## config.mk

```make
export PLATFORM = sky130hd
export DESIGN_NAME = owl_ctrl
export DESIGN_NICKNAME = d
export VERILOG_FILES = /design/src/design/owl_pkg.sv /design/src/design/owl_ctrl.sv
export SDC_FILE = /design/constraint.sdc
export NUM_CORES = 1
export LEC_CHECK = 0
export BUFFER_PORTS_ARGS = -buffer_cell sky130_fd_sc_hd__buf_2
export CORE_AREA = 3 3 40 42
export CTS_CLUSTER_SIZE = 16
export DETAILED_ROUTE_END_ITERATION = 10
export DIE_AREA = 0 0 43 45
export HOLD_SLACK_MARGIN = 0.1
export PLACE_DENSITY = 0.61
export SLEW_MARGIN = 30
export SYNTH_ARGS = -nofsm -noshare
export SYNTH_HDL_FRONTEND = slang
export SYNTH_SLANG_ARGS = --single-unit
```

## constraint.sdc

```tcl
create_clock -name clk_i -period 2 [get_ports clk_i]
set_input_delay 0 -clock clk_i [delete_from_list [all_inputs] [get_ports clk_i]]
set_output_delay 0 -clock clk_i [all_outputs]
set_load 0.02 [all_outputs]
```

## src/design/owl_pkg.sv

```systemverilog
// Shared types and constants for the ordered waiting list table.
`timescale 1ns / 1ps

package owl_pkg;

  localparam int unsigned ID_PORT_W = 32;
  localparam int unsigned TIME_W    = 32;
  localparam int unsigned POS_W     = 10;
  localparam int unsigned HELD_W    = 11;

  typedef enum logic [1:0] {
    REQ_ADD    = 2'd0,
    REQ_REMOVE = 2'd1,
    REQ_FIND   = 2'd2,
    REQ_FIRST  = 2'd3
  } req_e;

  typedef enum logic [1:0] {
    ST_OK   = 2'd0,
    ST_FULL = 2'd1,
    ST_MISS = 2'd2
  } status_e;

  typedef enum logic [2:0] {
    S_IDLE,
    S_DISPATCH,
    S_SCAN,
    S_SHIFT,
    S_RESP
  } state_e;

  typedef enum logic [2:0] {
    RES_NONE,
    RES_ADDED,
    RES_FULL,
    RES_MISS,
    RES_FOUND,
    RES_REMOVED
  } res_op_e;

  typedef struct packed {
    logic    cap;
    logic    scan_start;
    logic    scan_step;
    logic    add_wr;
    logic    shift_wr;
    logic    dec_count;
    res_op_e res_op;
    logic    load_out;
  } cmd_t;

  typedef struct packed {
    req_e req_type;
    logic full;
    logic empty;
    logic hit;
    logic last;
    logic shift_ok;
    logic shift_done;
    logic out_free;
  } sts_t;

endpackage

```

## src/design/owl_ctrl.sv

```systemverilog
// Request sequencer for the ordered waiting list table.
`timescale 1ns / 1ps

module owl_ctrl (
  input  logic          clk_i,
  input  logic          rst_ni,
  input  logic          in_valid_i,
  output logic          in_ready_o,
  input  owl_pkg::sts_t sts_i,
  output owl_pkg::cmd_t cmd_o
);

  owl_pkg::state_e state_q, state_d;

  always_ff @(posedge clk_i or negedge rst_ni) begin
    if (!rst_ni) begin
      state_q <= owl_pkg::S_IDLE;
    end else begin
      state_q <= state_d;
    end
  end

  always_comb begin
    state_d    = state_q;
    in_ready_o = 1'b0;
    cmd_o      = '0;
    cmd_o.res_op = owl_pkg::RES_NONE;
    unique case (state_q)
      owl_pkg::S_IDLE: begin
        in_ready_o = 1'b1;
        if (in_valid_i) begin
          cmd_o.cap = 1'b1;
          state_d   = owl_pkg::S_DISPATCH;
        end
      end
      owl_pkg::S_DISPATCH: begin
        unique case (sts_i.req_type) inside
          owl_pkg::REQ_ADD: begin
            if (sts_i.full) begin
              cmd_o.res_op = owl_pkg::RES_FULL;
            end else begin
              cmd_o.add_wr = 1'b1;
              cmd_o.res_op = owl_pkg::RES_ADDED;
            end
            state_d = owl_pkg::S_RESP;
          end
          owl_pkg::REQ_REMOVE, owl_pkg::REQ_FIND, owl_pkg::REQ_FIRST: begin
            if (sts_i.empty) begin
              cmd_o.res_op = owl_pkg::RES_MISS;
              state_d      = owl_pkg::S_RESP;
            end else begin
              cmd_o.scan_start = 1'b1;
              state_d          = owl_pkg::S_SCAN;
            end
          end
          default: state_d = owl_pkg::S_RESP;
        endcase
      end
      owl_pkg::S_SCAN: begin
        cmd_o.scan_step = 1'b1;
        if (sts_i.hit) begin
          if (sts_i.req_type == owl_pkg::REQ_REMOVE) begin
            cmd_o.res_op = owl_pkg::RES_REMOVED;
            state_d      = owl_pkg::S_SHIFT;
          end else begin
            cmd_o.res_op = owl_pkg::RES_FOUND;
            state_d      = owl_pkg::S_RESP;
          end
        end else if (sts_i.last) begin
          cmd_o.res_op = owl_pkg::RES_MISS;
          state_d      = owl_pkg::S_RESP;
        end
      end
      owl_pkg::S_SHIFT: begin
        cmd_o.scan_step = 1'b1;
        cmd_o.shift_wr  = sts_i.shift_ok;
        if (sts_i.shift_done) begin
          cmd_o.dec_count = 1'b1;
          state_d         = owl_pkg::S_RESP;
        end
      end
      owl_pkg::S_RESP: begin
        if (sts_i.out_free) begin
          cmd_o.load_out = 1'b1;
          state_d        = owl_pkg::S_IDLE;
        end
      end
      default: state_d = owl_pkg::S_IDLE;
    endcase
  end

endmodule

```

# Word-level counts from Yosys, hierarchy flattened
# Cells that the tools add are included.
# word_totals
rom_bits,0
memories,0
latchBits,0
ff_bits,3
word_cells,47
out_inout_bits,11
ram_bits,0
inputBits,12
# op_classes
shifts,0
order_cmp,0
n_reduce_logical,5
bitwise_logic,0
div,0
n_mux,30
n_addsub,0
n_mul,0
eq_ne,11
# op_table
op,n
$mux 3,9
$pmux 3 s5,1
$mux 1,14
$mux 2,4
$eq 3x2->1 const B,2
$ne 2x2->1 const B,3
$pmux 3 s2,1
$eq 2x2->1 const B,2
$pmux 2 s2,1
$reduce_and 4->1,1
$eq 3x1->1 const B,1
$eq 3x3->1 const B,1
$logic_not 3->1,1
$ne 3x3->1 const B,1
$reduce_or 3->1,1
$eq 2x1->1 const B,1
$logic_not 2->1,1
$reduce_or 2->1,1

# Depth between registers and ports, before layout
# depth
word_depth,4
ltp_mapped,5
depth_no_buf,4

# Worst setup path before layout
# OpenSTA, ideal clock, no wires.
# synth_timing
path_kind,register to register
start,register state_q[0]
end,register state_q[1]
n_path_buf,1
arrival_ns,1.517
setup_time_ns,0.072
period_less_slack_ns,1.589
slack_ns,0.411
path_stages_with_launch,5
t_required_ns,1.928
path_cell_list,dfrtp_1 buf_4 or3b_1 nor3_1 nand3b_1
# synth_between
elab_chain_cells,3
word_cells_on_any_way,11
classes_between,eq/ne (8); mux (1); reduce/logical (2)
# synth_rtl
element,line,source
from (decl),owl_ctrl.sv:13,"owl_pkg::state_e state_q, state_d;"
from (signal assigned),owl_ctrl.sv:17,state_q <= owl_pkg::S_IDLE;
from (signal assigned),owl_ctrl.sv:19,state_q <= state_d;
"$eq 3x2->1, or another cell as far along",owl_ctrl.sv:28,unique case (state_q)
$ne 3x3->1 (no source line) / $ne 2x2->1 (equally long branches),n/a,
$reduce_and 4->1 (no source line),n/a,
# Several ways; a longest one is shown, not always the timed one.
# A chain may end at the register's enable or synchronous reset.

==> run_summary.xml <==
<?xml version="1.0" encoding="UTF-8"?>
<metrics>
  <group name="status">
    <metric name="status" unit="">completed</metric>
  </group>
  <group name="final_layout">
    <metric name="share_of_final_layout_standard_cells_stronger_than_drive_strength_1" unit="">0.382</metric>
    <metric name="final_common_cell" unit="">sky130_fd_sc_hd__buf_2</metric>
    <metric name="largest_registers" unit="">state_q: 3 flops</metric>
    <metric name="final_net_count" unit="">81</metric>
    <metric name="insertedDiodeCount" unit="">0</metric>
    <metric name="most-common-layout-cells" unit="">sky130_fd_sc_hd__buf_2 (22), sky130_fd_sc_hd__nor3_1 (4), sky130_fd_sc_hd__and3_1 (4), sky130_fd_sc_hd__nand2_1 (4), sky130_fd_sc_hd__dlygate4sd3_1 (4)</metric>
    <metric name="fillerInstances" unit="">137</metric>
    <metric name="largest_register_ffs" unit="">3</metric>
    <metric name="area_growth_syn_to_layout" unit="%">62.8</metric>
    <metric name="largest_reg_by_ff_count" unit="">state_q</metric>
  </group>
  <group name="place">
    <metric name="place.gp.congestion" unit="">0.802</metric>
    <metric name="io_buffer_count" unit="">22</metric>
    <metric name="hpwlAfterDp" unit="um">693</metric>
  </group>
  <group name="yosys">
    <metric name="synth.area.mux_share" unit="">0.0669</metric>
    <metric name="yosys.area_share.simple" unit="">0.452</metric>
    <metric name="synth_seq_area_share" unit="">0.251</metric>
    <metric name="synth_top_family_by_area" unit="">simple AND/OR/NAND/NOR gates</metric>
    <metric name="post_synth_xor_area_fraction" unit="">0</metric>
    <metric name="postSynthCellCount" unit="">39</metric>
    <metric name="postSynthNetCount" unit="">51</metric>
    <metric name="netlist-cell-type-count" unit="">20</metric>
    <metric name="syn_area_per_cell" unit="um2">7.67</metric>
    <metric name="ff_latch_count_synth" unit="">3</metric>
    <metric name="synth.yosys.warnings" unit="">0</metric>
    <metric name="synthesized_area_fraction_occupied_by_ao_oa_aoi_and_oai_cells" unit="">0.192</metric>
    <metric name="cell_area_after_synthesis" unit="um2">299</metric>
    <metric name="synth-edff-count" unit="">0</metric>
    <metric name="synthAdderAreaFrac" unit="">0</metric>
    <metric name="synth_async_sr_flop_share" unit="">1.00</metric>
    <metric name="dominantRegCellSynth" unit="">sky130_fd_sc_hd__dfrtp_1</metric>
  </group>
  <group name="pwr">
    <metric name="p_int" unit="uW">320</metric>
    <metric name="part_of_the_total_power_dissipated_in_combinational_logic" unit="">0.610</metric>
    <metric name="netSwitchingPower" unit="uW">281</metric>
    <metric name="power.density" unit="nW/um2">1240</metric>
    <metric name="seqPwrFrac" unit="">0.214</metric>
    <metric name="cellLeakagePower" unit="nW">0.273</metric>
    <metric name="power.share.switching" unit="">0.468</metric>
    <metric name="pwr-share-clk" unit="">0.176</metric>
    <metric name="ir_drop" unit="uV">528</metric>
  </group>
  <group name="drt">
    <metric name="drc" unit="">0</metric>
    <metric name="first_iter_violations" unit="">11</metric>
    <metric name="number_of_search_and_repair_iterations_in_the_first_detailed_routing_pass" unit="">4</metric>
    <metric name="postRouteWirelength" unit="um">843</metric>
    <metric name="via_count" unit="">368</metric>
    <metric name="post_drt_wl_per_cell" unit="um">10.2</metric>
    <metric name="vias_per_cell" unit="">4.43</metric>
    <metric name="postRouteAntennaNets" unit="">0</metric>
  </group>
  <group name="timing">
    <metric name="grt_setup_unrepaired" unit="">false</metric>
    <metric name="layout_min_cycle_time" unit="ps">1690</metric>
    <metric name="min_period_over_period" unit="">0.846</metric>
    <metric name="hold_ws" unit="ps">163</metric>
    <metric name="slew_viol_final" unit="">0</metric>
    <metric name="final-hold-violation-count" unit="">0</metric>
    <metric name="timing.clock.skew" unit="ps">3.00</metric>
    <metric name="max_slew.worst_pin.slew" unit="ps">358</metric>
    <metric name="timing.slew.headroom" unit="">0.761</metric>
    <metric name="fmaxAchievable" unit="GHz">0.591</metric>
    <metric name="timing.final.setup_violations" unit="">0</metric>
    <metric name="setup-tns-final" unit="ps">0</metric>
  </group>
  <group name="clock_tree">
    <metric name="cts_root_buf" unit="">sky130_fd_sc_hd__clkbuf_4</metric>
    <metric name="maximum_number_of_buffers_from_clock_root_to_sink" unit="">2</metric>
    <metric name="cts_num_sinks" unit="">3</metric>
    <metric name="clk-insertion-delay-late" unit="ps">230</metric>
    <metric name="post_cts_resize_count" unit="">0</metric>
    <metric name="postCtsSetupRepairBufs" unit="">0</metric>
    <metric name="cts-buffers-inserted" unit="">3</metric>
    <metric name="htreeDepth" unit="">1</metric>
    <metric name="cts_tree" unit="">built</metric>
    <metric name="worst_setup_hold_path_clk_slew" unit="ps">40</metric>
  </group>
  <group name="setup_path">
    <metric name="r2r_slack" unit="ps">490</metric>
    <metric name="worstRegToRegCells" unit="">4</metric>
    <metric name="path_delay_family" unit="">simple AND/OR/NAND/NOR gates</metric>
    <metric name="crit-reg2reg-capture" unit="">state_q[2]</metric>
    <metric name="critPathSlowestCell" unit="">sky130_fd_sc_hd__dfrtp_1</metric>
    <metric name="critical_path.endpoint_type" unit="">primary output</metric>
    <metric name="critPathBufInv" unit="">1</metric>
    <metric name="crit_chain" unit="">or3b_1 -&gt; o21bai_4 -&gt; a21o_1 -&gt; nand3_1 -&gt; buf_2</metric>
    <metric name="cpPeakStageDelay" unit="ps">460</metric>
    <metric name="worstPathMaxFanout" unit="">9</metric>
    <metric name="critPathLaunchType" unit="">flip-flop</metric>
    <metric name="regToRegStartpoint" unit="">state_q[0]</metric>
    <metric name="critPathArrivalTime" unit="ps">1690</metric>
    <metric name="worst_ep_required_time" unit="ps">2000</metric>
    <metric name="critical_path_class" unit="">flip-flop to primary output</metric>
  </group>
  <group name="hold_path">
    <metric name="hold-path-endpoint" unit="">state_q[1]</metric>
    <metric name="worstHoldPathType" unit="">primary input to flip-flop</metric>
    <metric name="min-delay-start" unit="">sts_i[5]</metric>
    <metric name="timing.hold.worst_path_depth" unit="">3</metric>
  </group>
  <group name="global_routing">
    <metric name="grt_pass1_wl" unit="um">1360</metric>
    <metric name="met3_usage" unit="">0.0598</metric>
    <metric name="groute.layer.met2.usage" unit="">0.144</metric>
    <metric name="antenna_violations_before_repair" unit="">0</metric>
    <metric name="gr-usage-met1" unit="">0.121</metric>
    <metric name="gr-max-usage-layer" unit="">met2</metric>
    <metric name="first_global_vias" unit="">328</metric>
    <metric name="pin_count_of_the_biggest_net_entering_global_routing" unit="">10</metric>
    <metric name="globalRoute.totalOverflow" unit="">0</metric>
    <metric name="groute.usage.overall" unit="">0.0967</metric>
  </group>
  <group name="floorplan">
    <metric name="design.die.area" unit="um2">1940</metric>
    <metric name="io_pins" unit="">23</metric>
    <metric name="placement_rows" unit="">13</metric>
    <metric name="floorplan.initialDensity" unit="">0.233</metric>
    <metric name="coreArea" unit="um2">1280</metric>
    <metric name="floorplan.die.height" unit="um">45</metric>
    <metric name="die_w" unit="um">43</metric>
  </group>
  <group name="flow_run">
    <metric name="drv.max_cap_violation_count" unit="">0</metric>
  </group>
</metrics>
==> layout make-up <==
cell class / count / area, um2 / area share
clock buffer: 4 / 26.3 / 0.0540
tap: 15 / 18.8 / 0.0386
multi-input combinational: 34 / 213 / 0.437
inverter: 1 / 3.75 / 0.00771
timing repair buffer: 26 / 150 / 0.308
sequential: 3 / 75.1 / 0.154
==> tightest hold or removal path, cell delays in order <==
cell	delay [ps]
sky130_fd_sc_hd__buf_2	120
sky130_fd_sc_hd__nor3_1	60
sky130_fd_sc_hd__nand3b_1	160
==> cell usage after synthesis, types with 2 or more instances <==
master | count | share of area
sky130_fd_sc_hd__and3_1 | 4 | 0.084
sky130_fd_sc_hd__dfrtp_1 | 3 | 0.25
sky130_fd_sc_hd__mux2i_1 | 2 | 0.067
sky130_fd_sc_hd__nand2_1 | 4 | 0.050
sky130_fd_sc_hd__nand3_1 | 3 | 0.050
sky130_fd_sc_hd__nor2_1 | 3 | 0.038
sky130_fd_sc_hd__nor2b_1 | 3 | 0.063
sky130_fd_sc_hd__nor3_1 | 4 | 0.067
sky130_fd_sc_hd__o21ai_0 | 2 | 0.033
==> logic make-up (layout without fill, tap and decap cells) <==
group,after synthesis,after routing
buf+inv,2,31
flops,3,3
simple gates,25,25
compound gates,7,7
mux,2,2
==> worst max-delay path by stage <==
stage / from / end / slack [ps] / depth (start not counted)
global placement: state_q[0] / state_q[2] / 520 / 4
global route: state_q[0] / cmd_o[1] / 200 / 5
finish: state_q[0] / cmd_o[1] / 310 / 5
detailed placement: state_q[0] / state_q[2] / 500 / 4
CTS: state_q[0] / cmd_o[1] / 300 / 5
floorplan: state_q[0] / state_q[1] / 410 / 4
==> timing repair <==
action | CTS | global route
setup endpoints to repair | 0 | 0
endpoints found under the hold margin | 4 | 0
hold buffers | 4 | 0
==> metal layers <==
layer,up-vias,wire [um]
li1,197,-
met1,157,378
met2,14,393
met3,0,72
met4,0,0
met5,-,0
==> metrics by stage <==
stage	worst slack (ps)	util	cell area, um2	total power [mW]	std cells
3_5_place_dp	501	0.327	420	0.489	75
2_1_floorplan	411	-	299	0.396	39
5_1_grt	203	0.379	487	0.656	83
3_3_place_gp	523	0.327	420	0.489	75
4_1_cts	296	0.379	487	0.610	83
6_report	308	0.379	487	0.602	83
==> power by group through the flow <==
stage | Clock (mW) | Combinational, mW | Sequential (mW)
6_report | 0.106 | 0.367 | 0.129
3_5_place_dp | 0 | 0.361 | 0.128
4_1_cts | 0.112 | 0.370 | 0.129
3_3_place_gp | 0 | 0.362 | 0.127
2_1_floorplan | 0 | 0.290 | 0.106
5_1_grt | 0.117 | 0.403 | 0.135
Power figures use the tool's default switching activity.
